<file path="src/rtl/core/crp_pkg.sv">
// Shared widths, item types and saturation helper for the circle/rectangle push-out block.
`timescale 1ns / 1ps
package crp_pkg;

	// coordinate and derived widths
	localparam int CW    = 24;        // signed coordinate
	localparam int RW    = CW - 1;    // unsigned radius / size
	localparam int EW    = CW + 1;    // rectangle edge (left + width)
	localparam int SW    = CW + 2;    // edge plus or minus radius
	localparam int PW    = 2 * RW;    // product of two sizes
	localparam int NUMW  = PW + 1;    // sum of two products
	localparam int QW    = CW;        // root and quotient bits

	// queues
	localparam int MQ_DEPTH = 4;
	localparam int MQ_AW    = 2;
	localparam int OQ_DEPTH = 64;
	localparam int OQ_AW    = 6;
	localparam int OQ_CAP   = OQ_DEPTH + 2;
	localparam int OCC_W    = 7;

	// back pipeline: two product stages, root, numerator, quotient, final
	localparam int BK_LAT = 2 * QW + 4;
	localparam int FLT_W  = 6;

	// item handed from the front to the back
	typedef struct packed {
		logic signed [CW-1:0] fin_x;
		logic signed [CW-1:0] fin_y;
		logic                 hit;
		logic                 calc;
		logic signed [EW-1:0] nx;
		logic signed [EW-1:0] ny;
		logic [RW-1:0]        ax;
		logic [RW-1:0]        ay;
		logic                 neg_x;
		logic                 neg_y;
		logic [RW-1:0]        rad;
	} crp_item_t;

	// one result beat
	typedef struct packed {
		logic signed [CW-1:0] x;
		logic signed [CW-1:0] y;
		logic                 hit;
	} crp_res_t;

	// clamp a wide sum to the coordinate range
	function automatic logic signed [CW-1:0] sat_c(input logic signed [SW-1:0] v);
		logic signed [SW-1:0] hi;
		logic signed [SW-1:0] lo;
		hi = {{(SW-CW+1){1'b0}}, {(CW-1){1'b1}}};
		lo = ~hi;
		if (v > hi) begin
			return hi[CW-1:0];
		end else if (v < lo) begin
			return lo[CW-1:0];
		end
		return v[CW-1:0];
	endfunction

endpackage

</file>
<file path="src/rtl/core/crp_outq.sv">
// Result queue: memory FIFO with a registered read and an output register.
`timescale 1ns / 1ps
module crp_outq (
	input  logic                      clk,
	input  logic                      arst_n,
	input  logic                      wr_en,
	input  crp_pkg::crp_res_t         wr_res,
	output logic                      empty,
	input  logic                      pop,
	output crp_pkg::crp_res_t         head,
	output logic [crp_pkg::OCC_W-1:0] occ
);

	localparam int AW = crp_pkg::OQ_AW;

	crp_pkg::crp_res_t mem_q [crp_pkg::OQ_DEPTH];
	crp_pkg::crp_res_t rdat_q, od_q;
	logic [AW-1:0]     wp_q, rp_q;
	logic [AW:0]       mcnt_q;
	logic              pend_q, ov_q;
	logic              pop_ok, pend_mv, issue;

	assign pop_ok  = pop && ov_q;
	assign pend_mv = pend_q && (!ov_q || pop_ok);
	assign issue   = (mcnt_q != '0) && (!pend_q || pend_mv);
	assign empty   = !ov_q;
	assign head    = od_q;
	assign occ     = crp_pkg::OCC_W'(mcnt_q) + crp_pkg::OCC_W'(pend_q)
	               + crp_pkg::OCC_W'(ov_q);

	// storage, registered read and output register
	always_ff @(posedge clk) begin
		if (wr_en) mem_q[wp_q] <= wr_res;
		if (issue) rdat_q <= mem_q[rp_q];
		if (pend_mv) od_q <= rdat_q;
	end

	always_ff @(posedge clk or negedge arst_n) begin
		if (!arst_n) begin
			wp_q   <= '0;
			rp_q   <= '0;
			mcnt_q <= '0;
			pend_q <= 1'b0;
			ov_q   <= 1'b0;
		end else begin
			if (wr_en) wp_q <= wp_q + 1'b1;
			if (issue) rp_q <= rp_q + 1'b1;
			if (wr_en && !issue) begin
				mcnt_q <= mcnt_q + 1'b1;
			end else if (!wr_en && issue) begin
				mcnt_q <= mcnt_q - 1'b1;
			end
			if (issue) begin
				pend_q <= 1'b1;
			end else if (pend_mv) begin
				pend_q <= 1'b0;
			end
			if (pend_mv) begin
				ov_q <= 1'b1;
			end else if (pop_ok) begin
				ov_q <= 1'b0;
			end
		end
	end

	// credit keeps writes out of a full memory
	a_no_overflow: assert property (@(posedge clk) disable iff (!arst_n)
		wr_en |-> (mcnt_q != (AW+1)'(crp_pkg::OQ_DEPTH)))
		else $error("result queue written while full");

endmodule

</file>
<file path="config.mk">
export PLATFORM = sky130hd
export DESIGN_NAME = crp_outq
export DESIGN_NICKNAME = d
export VERILOG_FILES = /design/src/rtl/core/crp_pkg.sv /design/src/rtl/core/crp_outq.sv
export SDC_FILE = /design/constraint.sdc
export NUM_CORES = 2
export LEC_CHECK = 0
export BUFFER_PORTS_ARGS = -buffer_cell sky130_fd_sc_hd__buf_2
export CORE_ASPECT_RATIO = 2
export CORE_MARGIN = 2
export CORE_UTILIZATION = 63
export DETAILED_ROUTE_END_ITERATION = 10
export PLACE_DENSITY = 0.79
export RECOVER_POWER = 100
export SLEW_MARGIN = 20
export SYNTH_ARGS = -nofsm -noshare
export SYNTH_HDL_FRONTEND = slang
export SYNTH_SLANG_ARGS = --single-unit
</file>
<file path="constraint.sdc">
create_clock -name clk -period 5.85 [get_ports clk]
set_clock_uncertainty 0.05 [all_clocks]
set_input_delay 0.585 -clock clk [delete_from_list [all_inputs] [get_ports clk]]
set_output_delay 0.585 -clock clk [all_outputs]
set_load 0.02 [all_outputs]
</file>
# After elaboration in Yosys (flattened, before gate mapping)

Memories as Yosys holds them, arrays and structs flattened. A register that Yosys moved wholly into a read port is not among the register bits.
Cells that the tools add are included.
W data, S select, Z words.

Output and inout bits: 57
Memories: 1
Input port bits: 53
Bits in writable memories: 3136
Register bits: 70
ROM bits: 0
Logic and storage cells: 38
Bits in latches: 0

Memory list:

| memory | words | width | rd ports | clocked after memory_dff | write ports | RTL line       | source |
|---|---|---|---|---|---|---|---|
| mem_q  | 64    | 49    | 1        | 1                        | 1           | crp_outq.sv:16 | `crp_pkg::crp_res_t mem_q [crp_pkg::OQ_DEPTH];` |

$lt $le $gt $ge: 0
Div/mod/pow operators: 0
Shifts and indexed selects: 0
Equality and inequality tests: 0
Muxes and demuxes: 8
Add/subtract/negate cells: 6
Bitwise operators: 0
Multiply operators: 0
Reductions and logical operators: 15

Operators by type and width:

| kind                  | number |
|---|---|
| $add A7 B1 Y7         | 2 |
| $mux W7               | 2 |
| $add A6 B1 Y6 const B | 2 |
| $add A7 B1 Y7 const B | 1 |
| $reduce_bool A7 Y1    | 1 |
| $sub A7 B1 Y7 const B | 1 |
| $mux W1               | 6 |
| $reduce_bool A2 Y1    | 3 |
| $logic_and A1 B1 Y1   | 5 |
| $logic_not A1 Y1      | 4 |
| $logic_or A1 B1 Y1    | 2 |

# Longest topological paths before layout

Depth in word-level cells: 8
Mapped depth: 12
Mapped depth without buffers: 12

# Least setup slack after synthesis

No wires, ideal clock.

Path kind: input port to flip-flop
Start: in pop
End: reg mcnt_q[5]
Setup time: 0.123 ns
Path buffers: 0
Cell stages on the path: 11
Required time: 5.677 ns
Slack: 0.478 ns
Arrival time: 5.199 ns
Cell sequence: nor2_1 a21oi_1 inv_1 ha_1 inv_1 ha_1 a21o_1 a21oi_1 o21bai_1 a2111o_1 o221a_2

Longest elaborated chain between the ends: 8
Elaborated cells on any way between the ends: 10
Those cells by class: mux (1); reduce/logical (9)

Ends and longest elaborated chain:

| element                                              | RTL line       | source |
|---|---|---|
| from (decl)                                          | crp_outq.sv:9  | `input logic pop,` |
| $logic_and A1 B1 Y1 *                                | crp_outq.sv:23 | `assign pop_ok = pop && ov_q;` |
| $logic_or A1 B1 Y1 *                                 | crp_outq.sv:24 | `assign pend_mv = pend_q && (!ov_q \|\| pop_ok);` |
| $logic_and A1 B1 Y1 *                                | crp_outq.sv:24 |  |
| $logic_or A1 B1 Y1 *                                 | crp_outq.sv:25 | `assign issue = (mcnt_q != '0) && (!pend_q \|\| pend_mv);` |
| $logic_and A1 B1 Y1 *                                | crp_outq.sv:25 |  |
| via issue                                            | crp_outq.sv:21 | `logic pop_ok, pend_mv, issue;` |
| $logic_not A1 Y1                                     | crp_outq.sv:48 | `if (wr_en && !issue) begin` |
| $logic_and A1 B1 Y1                                  | crp_outq.sv:48 |  |
| $mux W7 / $reduce_bool A2 Y1 (equally long branches) | n/a            |  |
| to (signal assigned)                                 | crp_outq.sv:49 | `mcnt_q <= mcnt_q + 1'b1;` |
| to (signal assigned)                                 | crp_outq.sv:51 | `mcnt_q <= mcnt_q - 1'b1;` |
| to (decl)                                            | crp_outq.sv:19 | `logic [AW:0] mcnt_q;` |

The timed path passes the listed nets; every way through them passes the cells marked *.
A chain may end at the register's enable or synchronous reset.

# Worst setup path in the final report

Start: reg wp_q[1]
End: mem mem_q[23][14] (netlist name), enable pin

RTL lines:

| element                | RTL line       | source |
|---|---|---|
| from (decl)            | crp_outq.sv:18 | `logic [AW-1:0] wp_q, rp_q;` |
| from (signal assigned) | crp_outq.sv:46 | `if (wr_en) wp_q <= wp_q + 1'b1;` |
| to (decl)              | crp_outq.sv:16 |  |

Straight into the memory's write port.

==> reports/metrics.yaml <==
die:
  core_area_sq_um: 195700
  ios: 110
  placementRows: 230
  fp.dieH_um: 631.1
  start_util_pct: 63.30
  die_x_um: 317.5
  die_area_sq_um: 200400
synthesis:
  synth_top_area_cell: "edfxtp_1"
  synth_top_area_share_pct: 78.40
  netlist_instances: 5414
  yosys.area_share.simple_pct: 1.256
  netlist_area_sq_um: 123900
  synthFlopType: "edfxtp_1"
  synth_fa_ha_area_share_pct: 0.1232
  synth_top_family_by_area: "multiplexers"
  synthMuxAreaShare_pct: 15.80
  synth_xor_area_share_pct: 0.1343
  synth_compound_area_share_pct: 2.562
  ys_async_sr_fraction_pct: 0.6452
  yosys_warnings: 0
  synth_area_per_cell_sq_um: 22.88
  yosysMostFrequentCell: "edfxtp_1"
  seq_area_frac_synth_pct: 78.83
  yosys_register_bits: 3255
  yosys-top-cells-area: "edfxtp_1, mux4_2, mux2i_1, dfrtp_1, nand2_1"
  synth_enable_flop_cells: 3234
  synth_cell_types: 66
  syn_nets: 5478
  synth_commonest_cells: "edfxtp_1, mux4_2, mux2i_1, nand2_1, clkbuf_1"
cts:
  cts_setup_buffers: 0
  ctsResizeCount: 0
  cts_buffers: 273
  clock_latency_ns: 0.88
  clkSlewWorstSetupHoldPaths_ns: 0.07
  htreeDepth: 5
  cts_root_buf: "clkbuf_16"
  clock_sinks: 3255
  cts_buffer_depth: 4
  cts_tree: "done"
critical_path:
  slowest_stage: "nor2_1"
  cp-end-kind: "flop"
  cp_max_fo: 35
  reg2reg_setup_slack_ns: 0.48
  slowest_delay_ns: 1.95
  cp.required_ns: 6.21
  worstPathArrival_ns: 5.73
  start_kind: "flop"
  path_class: "flop to flop"
  crit_chain: "nand4_1, nor2_1, clkbuf_2"
route:
  via_count: 63540
  ant_nets: 0
  drc: 0
  dr.first_iter.drc_count: 10900
  wire_per_inst_um: 41.56
  drt_pass1_iterations: 8
  wl_mm: 350.7
  vias_per_cell: 7.529
timing:
  final.setup.worst_slack_ns: 0.4811
  slew_viol_final: 5496
  max_freq_ghz: 0.1863
  rsz0062_at_grt: "false"
  setup_viol: 0
  tns_ns: 0
  fin_crit_sh_pct: 91.78
  worst_slew_pin_slew_ns: 4.220
  relSlewSlack_pct: -181.3
  fin_crit_ns: 5.369
  hold_viol: 0
final_layout:
  multi_input_area_sq_um: 24710
  syn2layout_area_growth_pct: 10.06
  register_area_sq_um: 97660
  nNetsFinal: 5741
  fill_cells: 10960
  drive_gt1_share_pct: 21.98
outcome:
  violations: "capacitance limit, slew limit"
  status: "finished, violations left"
place:
  pre_cts_ws_ns: 1.739
  gp_congestion: 0.8519
  io_buffers: 109
  hpwlAfterDp_mm: 178.2
power_and_ir_drop:
  ir_drop_v: 0.0005014
  p_total_mw: 63.91
  p_leak_nw: 42.44
  p_per_area_nw_per_um2: 468.8
global_route:
  globalRouteTotalUtil_pct: 35.36
  grt_pass1_vias: 64270
  grt_pass1_wl_mm: 489.6
  grt_start_max_net_pins: 149
  antenna_found_initial: 27
  grt_overflow: 0
worst_hold_path:
  hold_path_class: "input port to flop"
job:
  max_cap_viol_count: 162
==> power breakdown <==
group	switching [mW]	internal, mW	total [mW]	leakage (nW)
logic	10.4	7.40	17.8	8.85
clock network	8.15	9.88	18.0	4.18
registers	1.02	27.1	28.1	29.4
==> path summary, 6_finish.rpt <==
| path | cells past startpoint | endpoint | from |
|---|---|---|---|
| worst max-delay path | 3 | mem_q[23][14] | wp_q[1] |
| worst min-delay path | 2 | wp_q[0] | wr_en |
| worst max register to register | 3 | mem_q[23][14] | wp_q[1] |
| worst min register to register | 0 | head[14] | rdat_q[14] |
| max in group asynchronous | 2 | rp_q[0] | arst_n |
| min in group asynchronous | 2 | rp_q[1] | arst_n |
==> registers in the layout (all words and copies together) (netlist names) <==
name    flops
rdat_q     49
rp_q        6
mcnt_q      7
wp_q        6
pend_q      1
ov_q        1
head       49
mem_q    3136
==> metrics by stage <==
stage          utilization (%)  instances  hold WS [ns]  instance area [sq um]
2_1_floorplan                -       5414        0.2394                 123900
4_1_cts                  70.19       8422        0.1064                 137400
3_5_place_dp             65.78       7948        0.3635                 128700
5_1_grt                  69.65       8429        0.1404                 136300
3_3_place_gp             65.71       7943        0.3594                 128600
6_report                 69.67       8439        0.1386                 136300
==> logic make-up (layout without fill, tap and decap cells) <==
| family | count (synthesis) | count (layout) |
|---|---|---|
| compound gates | 447 | 447 |
| xor+xnor | 19 | 19 |
| fa+ha+maj | 11 | 11 |
| buf+inv | 314 | 774 |
| flops | 3255 | 3255 |
| mux | 1020 | 1020 |
| other cells | 0 | 13 |
| simple gates | 348 | 348 |
==> layer usage <==
metal	up-vias	global-route usage, %	routed length, um
li1	23530	-	-
met1	32490	43.85	106200
met2	5992	56.63	168900
met3	1506	9.233	48180
met4	20	21.57	27270
met5	-	0	122
==> repair_timing <==
action | 4_1_cts | 5_1_grt
setup endpoints to repair | 0 | 0
hold endpoints to repair | 22 | 0
hold buffers | 2 | 0
==> cell usage in the layout, fill, tap and decap left out, types with 22 or more instances in the layout <==
| master | count |
|---|---|
| edfxtp_1 | 3234 |
| mux4_2 | 745 |
| clkbuf_16 | 283 |
| mux2i_1 | 248 |
| clkbuf_1 | 221 |
| nand2_1 | 127 |
| nor2_1 | 104 |
| a21oi_1 | 73 |
| o22ai_1 | 69 |
| clkinv_1 | 48 |
| buf_4 | 47 |
| buf_12 | 46 |
| a22oi_1 | 42 |
| clkinv_2 | 41 |
| o221ai_1 | 34 |
| a2111oi_0 | 34 |
| o21ai_0 | 33 |
| mux2_2 | 27 |
| bufinv_16 | 22 |
==> final cells by class <==
cell class,instances,share of cell area (%)
well taps,2552,2.342
repair buffers,288,1.518
clock buffers,335,5.345
diodes,13,0.02386
clock inverters,137,0.9655
flip-flops and latches,3255,71.64
inverters,14,0.04130
multi-input cells,1845,18.13
==> worst max-delay path, delay by kind of cell, from the launching register on <==
family                 cells  cell delay [ns]
flip-flops                 1             0.58
AND/OR/NAND/NOR            2             2.53
buffers and inverters      1             1.64
Note: power is estimated with default switching activity, not from simulation.
