===== config.mk =====
export PLATFORM = sky130hd
export DESIGN_NAME = crp_front
export DESIGN_NICKNAME = d
export VERILOG_FILES = /design/src/rtl/core/crp_pkg.sv /design/src/rtl/core/crp_front.sv
export SDC_FILE = /design/constraint.sdc
export NUM_CORES = 2
export LEC_CHECK = 0
export BUFFER_PORTS_ARGS = -buffer_cell sky130_fd_sc_hd__buf_2
export CAP_MARGIN = 20
export CORE_MARGIN = 4
export CORE_UTILIZATION = 50
export DETAILED_ROUTE_END_ITERATION = 10
export PLACE_DENSITY = 0.77
export SYNTH_ARGS = -nofsm -noshare
export SYNTH_HDL_FRONTEND = slang
export SYNTH_SLANG_ARGS = --single-unit

===== constraint.sdc =====
create_clock -name clk -period 8.48 [get_ports clk]
set_clock_uncertainty 0.2 [all_clocks]
set_input_delay 0.848 -clock clk [delete_from_list [all_inputs] [get_ports clk]]
set_output_delay 0.848 -clock clk [all_outputs]
set_load 0.02 [all_outputs]

===== src/rtl/core/crp_pkg.sv =====
// Shared widths, item types and saturation helper for the circle/rectangle push-out block.
`timescale 1ns / 1ps
package crp_pkg;

	// coordinate and derived widths
	localparam int CW    = 24;        // signed coordinate
	localparam int RW    = CW - 1;    // unsigned radius / size
	localparam int EW    = CW + 1;    // rectangle edge (left + width)
	localparam int SW    = CW + 2;    // edge plus or minus radius
	localparam int PW    = 2 * RW;    // product of two sizes
	localparam int NUMW  = PW + 1;    // sum of two products
	localparam int QW    = CW;        // root and quotient bits

	// queues
	localparam int MQ_DEPTH = 4;
	localparam int MQ_AW    = 2;
	localparam int OQ_DEPTH = 64;
	localparam int OQ_AW    = 6;
	localparam int OQ_CAP   = OQ_DEPTH + 2;
	localparam int OCC_W    = 7;

	// back pipeline: two product stages, root, numerator, quotient, final
	localparam int BK_LAT = 2 * QW + 4;
	localparam int FLT_W  = 6;

	// item handed from the front to the back
	typedef struct packed {
		logic signed [CW-1:0] fin_x;
		logic signed [CW-1:0] fin_y;
		logic                 hit;
		logic                 calc;
		logic signed [EW-1:0] nx;
		logic signed [EW-1:0] ny;
		logic [RW-1:0]        ax;
		logic [RW-1:0]        ay;
		logic                 neg_x;
		logic                 neg_y;
		logic [RW-1:0]        rad;
	} crp_item_t;

	// one result beat
	typedef struct packed {
		logic signed [CW-1:0] x;
		logic signed [CW-1:0] y;
		logic                 hit;
	} crp_res_t;

	// clamp a wide sum to the coordinate range
	function automatic logic signed [CW-1:0] sat_c(input logic signed [SW-1:0] v);
		logic signed [SW-1:0] hi;
		logic signed [SW-1:0] lo;
		hi = {{(SW-CW+1){1'b0}}, {(CW-1){1'b1}}};
		lo = ~hi;
		if (v > hi) begin
			return hi[CW-1:0];
		end else if (v < lo) begin
			return lo[CW-1:0];
		end
		return v[CW-1:0];
	endfunction

endpackage


===== src/rtl/core/crp_front.sv =====
// Front part: classifies each circle/rectangle beat and queues the work item.
`timescale 1ns / 1ps
module crp_front (
	input  logic                          clk,
	input  logic                          arst_n,
	input  logic                          push,
	output logic                          full,
	input  logic signed [crp_pkg::CW-1:0] center_x,
	input  logic signed [crp_pkg::CW-1:0] center_y,
	input  logic [crp_pkg::RW-1:0]        circle_radius,
	input  logic signed [crp_pkg::CW-1:0] rect_left,
	input  logic signed [crp_pkg::CW-1:0] rect_top,
	input  logic [crp_pkg::RW-1:0]        rect_width,
	input  logic [crp_pkg::RW-1:0]        rect_height,
	output logic                          item_valid,
	input  logic                          item_ready,
	output crp_pkg::crp_item_t            item
);

	localparam int CW = crp_pkg::CW;
	localparam int RW = crp_pkg::RW;
	localparam int EW = crp_pkg::EW;
	localparam int SW = crp_pkg::SW;
	localparam int MQ_AW_L = crp_pkg::MQ_AW;

	logic signed [EW-1:0] xe, ye, le, te, re, be;
	logic signed [EW-1:0] dl, drt, dt, db, ex, ey, adx, ady, nx, ny;
	logic signed [SW-1:0] rs, pxs, pys, dxs, dys, adxs, adys;
	logic                 in_rect, pick_l, pick_t, use_x, near;
	crp_pkg::crp_item_t   it_c;

	// classification and the closed-form inside push
	always_comb begin
		xe  = {center_x[CW-1], center_x};
		ye  = {center_y[CW-1], center_y};
		le  = {rect_left[CW-1], rect_left};
		te  = {rect_top[CW-1], rect_top};
		re  = le + $signed({2'b00, rect_width});
		be  = te + $signed({2'b00, rect_height});
		rs  = {{(SW-RW){1'b0}}, circle_radius};
		in_rect = (xe >= le) && (xe < re) && (ye >= te) && (ye < be);

		dl     = xe - le;
		drt    = re - xe;
		dt     = ye - te;
		db     = be - ye;
		pick_l = dl < drt;
		pick_t = dt < db;
		ex     = pick_l ? le : re;
		ey     = pick_t ? te : be;
		adx    = pick_l ? dl : drt;
		ady    = pick_t ? dt : db;
		use_x  = adx < ady;
		pxs    = pick_l ? ({ex[EW-1], ex} - rs) : ({ex[EW-1], ex} + rs);
		pys    = pick_t ? ({ey[EW-1], ey} - rs) : ({ey[EW-1], ey} + rs);

		// nearest rectangle point for an outside center
		nx   = (xe < le) ? le : ((xe > re) ? re : xe);
		ny   = (ye < te) ? te : ((ye > be) ? be : ye);
		dxs  = {nx[EW-1], nx} - {xe[EW-1], xe};
		dys  = {ny[EW-1], ny} - {ye[EW-1], ye};
		adxs = dxs[SW-1] ? -dxs : dxs;
		adys = dys[SW-1] ? -dys : dys;
		near = (adxs < rs) && (adys < rs);

		it_c.fin_x = center_x;
		it_c.fin_y = center_y;
		it_c.hit   = in_rect;
		it_c.calc  = !in_rect && near;
		it_c.nx    = nx;
		it_c.ny    = ny;
		it_c.ax    = adxs[RW-1:0];
		it_c.ay    = adys[RW-1:0];
		it_c.neg_x = dxs[SW-1];
		it_c.neg_y = dys[SW-1];
		it_c.rad   = circle_radius;
		if (in_rect) begin
			if (use_x) begin
				if (adx != '0) begin
					it_c.fin_x = crp_pkg::sat_c(pxs);
				end
			end else begin
				if (ady != '0) begin
					it_c.fin_y = crp_pkg::sat_c(pys);
				end
			end
		end
	end

	// short queue toward the back
	crp_pkg::crp_item_t   mq_q [crp_pkg::MQ_DEPTH];
	logic [MQ_AW_L-1:0]   wp_q, rp_q;
	logic [MQ_AW_L:0]     cnt_q;
	logic                 push_ok, pop_ok;

	assign full       = (cnt_q == (MQ_AW_L+1)'(crp_pkg::MQ_DEPTH));
	assign push_ok    = push && !full;
	assign item_valid = (cnt_q != '0);
	assign pop_ok     = item_valid && item_ready;
	assign item       = mq_q[rp_q];

	always_ff @(posedge clk) begin
		if (push_ok) begin
			mq_q[wp_q] <= it_c;
		end
	end

	always_ff @(posedge clk or negedge arst_n) begin
		if (!arst_n) begin
			wp_q  <= '0;
			rp_q  <= '0;
			cnt_q <= '0;
		end else begin
			if (push_ok) wp_q <= wp_q + 1'b1;
			if (pop_ok) rp_q <= rp_q + 1'b1;
			if (push_ok && !pop_ok) begin
				cnt_q <= cnt_q + 1'b1;
			end else if (!push_ok && pop_ok) begin
				cnt_q <= cnt_q - 1'b1;
			end
		end
	end

	// queue fill never passes its depth
	a_mq_bound: assert property (@(posedge clk) disable iff (!arst_n)
		cnt_q <= (MQ_AW_L+1)'(crp_pkg::MQ_DEPTH))
		else $error("front queue overfilled");

endmodule


After elaboration in Yosys (flattened, before gate mapping). Memories as Yosys holds them, arrays and structs flattened. Index checks and enable logic that the tools add are counted.

Register bits after elaboration: 7. RAM bits: 684. Bits of input ports: 169. Output and inout port bits: 173. Word-level logic and storage cells: 94. Memories kept: 1.

Memory list: mq_q (words 4, width 171, read ports 1, clocked after Yosys merged registers in 0, write ports 1, RTL line crp_front.sv:91) `crp_pkg::crp_item_t mq_q [crp_pkg::MQ_DEPTH];`.

Add/subtract/negate cells: 18. Order comparisons: 17. Equal/unequal tests: 1. Mux-type cells: 37. Reductions and logical operators: 17.

Operator list (number): 24-bit 2-to-1 mux (10); 25-bit 2-to-1 mux (8); 26-bit 2-to-1 mux (4); 25-bit by 24-bit subtractor with 26-bit output (4); 25-bit less-than comparator (3); 25-bit by 24-bit adder with 26-bit output (2); 26-bit by 24-bit greater-than comparator with 1-bit output (second input constant) (2); 26-bit by 24-bit less-than comparator with 1-bit output (2); 26-bit by 24-bit less-than comparator with 1-bit output (second input constant) (2); 26-bit negation (2); 24-bit by 24-bit adder with 25-bit output (2); 24-bit by 25-bit greater-than comparator with 1-bit output (2); 24-bit by 25-bit less-than comparator with 1-bit output (2); 25-bit nonzero test (2); 24-bit by 24-bit subtractor with 25-bit output (2); 25-bit by 24-bit subtractor with 25-bit output (2); 24-bit greater-or-equal comparator (2); 24-bit less-than comparator (2); 48-bit 2-to-1 mux (1); 1-bit 2-to-1 mux (12); 1-bit logical AND (9); 3-bit 2-to-1 mux (2); 2-bit by 1-bit adder with 2-bit output (second input constant) (2); 1-bit logical NOT (4); 5 further kinds (5).

Longest topological paths before layout.
Depth after elaboration: 16. Mapped depth: 54. Gate-level depth less buffers: 51.

Worst setup path after synthesis. No wires, ideal clock.

Kind: input to register. From: input rect_left[0] (netlist name). To: memory mq_q[0][121] (netlist name), data pin. Setup time: 0.230 ns. Data arrival time: 10.585 ns. Required time: 8.050 ns. Slack: -2.535 ns. Stages on the path: 50. Buffers on the path: 2. Cell sequence: ha_1 > inv_1 > fa_1 > nor2b_1 > o31a_1 > o2111ai_1 > a31oi_1 > o31a_1 > nor2_1 > o21bai_1 > a21oi_1 > xnor2_1 > ha_1 > a21o_1 > a21o_1 > a21oi_1 > o21a_1 > o21ai_1 > [... 14 more ...] > a21oi_1 > nor2b_1 > o31a_1 > inv_1 > clkbuf_1 > nand2_1 > o21ai_0 > ha_1 > a21boi_0 > o21a_1 > o21a_1 > o21a_1 > o21ai_0 > a21oi_1 > o2111ai_1 > nand2_1 > or4_1 > a221oi_1.

RTL lines: start: declaration (RTL line crp_front.sv:11) `input logic signed [crp_pkg::CW-1:0] rect_left,`; end: declaration (RTL line crp_front.sv:91).

==> impl_summary.txt <==
----------------------------------------------------
[STA]
  Final-report setup violation count ... 200
  Post-layout minimum cycle time ... 10.11 ns
  Minimum setup slack in the final design ... -1.63 ns
  Pins Over Slew Limit ... 0
  Worst relative slew slack ... 33.2%
  Max frequency ... 98.9 MHz
  Final hold viol count ... 0
  Setup repair after global routing missed its margin ... yes
  Final worst path period share ... 119%
  Transition time at the pin with the least slew margin ... 1.00 ns

[Clock tree]
  Clk slew on worst S/H paths ... 0.06 ns
  Maximum count of clock buffers along a single path ... 3
  Root Driver ... sky130_fd_sc_hd__clkbuf_16
  Count of H-tree levels built during CTS ... 3
  Num CTS Buffers ... 70
  Later-pin clock latency in the skew report ... 0.64 ns
  CTS tree ... built
  Clock sinks ... 691

[Global routing]
  Initial antenna violation count ... 5
  Overall fraction of global-route tracks in use ... 34.6%
  Pin count of the biggest net entering global routing ... 135
  Wire length of the first global-routing pass ... 246000 µm
  Total congestion overflow after global routing ... 0
  Vias in the first global route ... 39100

[Power]
  Sequential group share of total power ... 18.6%
  Cell Int Power ... 0.0167 W
  Leakage dissipation ... 26.7 nW
  IR Drop Worst-Case VDD ... 0.744 mV
  Switching pwr ... 0.0136 W
  Switching share of total power ... 44.9%
  Tot Pwr ... 0.0303 W
  Clock network fraction of design power ... 10.2%
  Power density over the cells ... 483 nW/µm²
  Portion of total power attributed to combinational logic ... 71.2%

[Detailed routing]
  Avg WL per Cell ... 25.9 µm
  Drt via density ... 6.07
  Number of remaining DRC errors ... 0
  First DRT Iteration DRCs ... 4951
  Antenna Violating Nets Remaining ... 0
  Number of iterations in the first detailed-routing pass ... 9
  Total wire length after detailed routing ... 173000 µm
  Via count ... 40400

[Yosys]
  Top flip-flop cell by instance count after synthesis ... sky130_fd_sc_hd__edfxtp_1
  Distinct cell type count after synthesis ... 103
  Number of nets in the synthesized netlist ... 4362
  Cells taking the most area after synthesis ... sky130_fd_sc_hd__edfxtp_1, sky130_fd_sc_hd__ha_1, sky130_fd_sc_hd__mux4_2, sky130_fd_sc_hd__xnor2_1, sky130_fd_sc_hd__a21oi_1
  Share of synthesized area occupied by flip-flops and latches ... 45.9%
  Proportion of synthesized flip-flops having asynchronous set or reset ... 1.01%
  Yosys top cell by area ... sky130_fd_sc_hd__edfxtp_1
  Post-Syn Area ... 45100 µm²
  Number of register bits inferred by synthesis ... 691
  Count of flip-flops with a built-in enable after synthesis ... 684
  Synthesis warning total ... 0
  Cell count after synthesis ... 3814
  Top cell type's share of synthesized area ... 45.5%
  Avg Synthesized Cell Area ... 11.8 µm²

[Floorplan]
  Initial Utilization ... 50.7%
  Die Height ... 308 µm
  Overall die area ... 95100 µm²
  Core area ... 88900 µm²
  Number of rows created at floorplan ... 109
  Io pins ... 342
  Die boundary width ... 308 µm

[Hold path]
  Min-Delay Path Class ... register to register
  Hold Path Cell Cnt ... 1

[Final layout]
  Most common library cell in the layout ignoring fill and taps ... sky130_fd_sc_hd__buf_4
  Most used cells in the layout excluding fill and tap cells ... sky130_fd_sc_hd__buf_4, sky130_fd_sc_hd__edfxtp_1, sky130_fd_sc_hd__ha_1
  Fin util ... 70.5%
  Layout filler cell count ... 6108
  Synth-to-layout area growth ... 39.0%
  Share of final-layout standard cells stronger than drive strength 1 ... 43.0%
  Layout Nets ... 5981
  Cell area after layout ... 62700 µm²

[Place]
  RD Place Congestion ... 1.03
  Placed Instance Area ... 57400 µm²
  HPWL reported at the end of detailed placement ... 126000 µm
  Count of input and output buffers ... 341
  Minimum setup slack after placement ... -2.16 ns

[Setup path]
  Worst Setup End Kind ... register
  Slowest cell on the critical path ... sky130_fd_sc_hd__or4_4
  Worst Setup Path Type ... input port to register
  Peak per-stage delay on the critical path ... 0.45 ns
  Data required time of the critical path ... 8.72 ns
  Startpoint kind of the worst setup timing path ... input port
  Data arrival, critical path ... 10.35 ns
  R2R depth ... 4
  Highest net fanout along the worst path ... 9

[Run]
  Number of maximum-capacitance violations ... 0

[Status]
  Violated checks ... setup timing
  Outcome ... finished, violations left

----------------------------------------------------
cells by family after synthesis:
kind of cell,share of synthesized area (%)
AO/OA/AOI/OAI,14.3
AND/OR/NAND/NOR,9.75
flip-flops,45.9
adder cells (fa/ha/maj),10.7
buffers and inverters,2.98
XOR/XNOR,5.38
multiplexers,11.0
repair_timing:
action,CTS,global route
gates resized for setup,197,144
buffers inserted,101,45
hold buffers,1,0
pin swaps,119,114
endpoints found under the hold margin,7,0
endpoints found under the setup margin,196,266
gates cloned,4,2
worst max-delay path: cells and delay by family:
family                     cells  cell delay (ns)
AOI/OAI and AO/OA             22             5.11
adders and majority gates      5             1.35
and+or+nand+nor                9             1.20
buffers and inverters          8             1.07
xor gates and xnor gates       2             0.61
muxes                          1             0.18
stage by stage:
| stage | hold slack, ns | setup TNS (ns) | cells |
|---|---|---|---|
| after floorplan | 0.247 | -177.36 | 3814 |
| after global placement | 0.265 | -365.60 | 6374 |
| after detailed placement | 0.290 | -403.55 | 6374 |
| after CTS | 0.278 | -145.49 | 6604 |
| after global routing | 0.308 | -239.45 | 6651 |
| final | 0.299 | -169.15 | 6655 |
power groups by stage:
stage	registers, W	clock network (W)	logic [W]
after floorplan	0.00552	0	0.0109
after global placement	0.00554	0	0.0184
after detailed placement	0.00565	0	0.0187
after CTS	0.00561	0.00309	0.0199
after global routing	0.00568	0.00327	0.0226
final	0.00563	0.00309	0.0216
final timing paths:
path                                      start                      to  slack (ns)
min                        cnt_q[2]$_DFFE_PN0P_    cnt_q[2]$_DFFE_PN0P_        0.30
max                                rect_left[0]  mq_q[0][121]$_DFFE_PP_       -1.63
max in group asynchronous                arst_n     rp_q[1]$_DFFE_PN0P_        7.51
min in group asynchronous                arst_n    cnt_q[0]$_DFFE_PN0P_        0.39
max reg2reg                cnt_q[2]$_DFFE_PN0P_   mq_q[0][73]$_DFFE_PP_        4.93
min reg2reg                cnt_q[2]$_DFFE_PN0P_    cnt_q[2]$_DFFE_PN0P_        0.30
synthesized netlist by cell type (10+ instances only):
| cell type | count |
|---|---|
| sky130_fd_sc_hd__nand3b_1 | 10 |
| sky130_fd_sc_hd__and2_1 | 28 |
| sky130_fd_sc_hd__a211oi_1 | 29 |
| sky130_fd_sc_hd__xnor2_1 | 208 |
| sky130_fd_sc_hd__or3_1 | 21 |
| sky130_fd_sc_hd__edfxtp_1 | 684 |
| sky130_fd_sc_hd__nand2_1 | 246 |
| sky130_fd_sc_hd__xor2_1 | 69 |
| sky130_fd_sc_hd__mux2_2 | 25 |
| sky130_fd_sc_hd__o21bai_1 | 32 |
| sky130_fd_sc_hd__or2_2 | 17 |
| sky130_fd_sc_hd__nand3_1 | 59 |
| sky130_fd_sc_hd__o2111ai_1 | 13 |
| sky130_fd_sc_hd__buf_1 | 29 |
| sky130_fd_sc_hd__and3_1 | 34 |
| sky130_fd_sc_hd__fa_1 | 11 |
| sky130_fd_sc_hd__nand4_1 | 39 |
| sky130_fd_sc_hd__a21o_1 | 116 |
| sky130_fd_sc_hd__a31oi_1 | 23 |
| sky130_fd_sc_hd__mux2_4 | 20 |
| sky130_fd_sc_hd__nor3_1 | 51 |
| sky130_fd_sc_hd__or4_1 | 11 |
| sky130_fd_sc_hd__inv_1 | 224 |
| sky130_fd_sc_hd__o211ai_1 | 15 |
| sky130_fd_sc_hd__nor2_1 | 240 |
| sky130_fd_sc_hd__o31a_1 | 14 |
| sky130_fd_sc_hd__ha_1 | 368 |
| sky130_fd_sc_hd__nand2b_1 | 44 |
| sky130_fd_sc_hd__mux2i_1 | 53 |
| sky130_fd_sc_hd__nor4_1 | 10 |
| sky130_fd_sc_hd__a2bb2oi_2 | 20 |
| sky130_fd_sc_hd__nor2b_1 | 37 |
| sky130_fd_sc_hd__clkbuf_1 | 75 |
| sky130_fd_sc_hd__o21ai_0 | 202 |
| sky130_fd_sc_hd__and4_1 | 11 |
| sky130_fd_sc_hd__a21oi_1 | 274 |
| sky130_fd_sc_hd__o21ai_1 | 10 |
| sky130_fd_sc_hd__o21a_1 | 49 |
| sky130_fd_sc_hd__mux4_2 | 171 |
| sky130_fd_sc_hd__o31ai_1 | 32 |
registers in the layout, indices dropped and copies added (netlist names):
register and cells:
cnt_q 3, mq_q 684, wp_q 2, rp_q 2
metal layers:
| layer | part of all wire [%] | wire length (µm) | up-vias | GRT usage (%) |
|---|---|---|---|---|
| li1 | - | - | 17900 | - |
| met2 | 47 | 80500 | 2538 | 56.4 |
| met1 | 38 | 65700 | 19400 | 46.0 |
| met5 | 0.0070 | 12 | - | 0 |
| met4 | 5.0 | 8640 | 2 | 13.7 |
| met3 | 10 | 17700 | 555 | 6.77 |
final cells by class:
class	instances	area (µm²)	area share, %
Clock buffer	82	1840	2.93
Antenna cell	5	12.5	0.0200
Sequential cell	691	20700	33.1
Inverter	224	845	1.35
Tap cell	1165	1460	2.33
Timing Repair Buffer	1663	12200	19.5
Clock inverter	42	423	0.675
Multi-Input combinational cell	2783	25200	40.2
No activity file was read; power rests on OpenSTA's default activity.
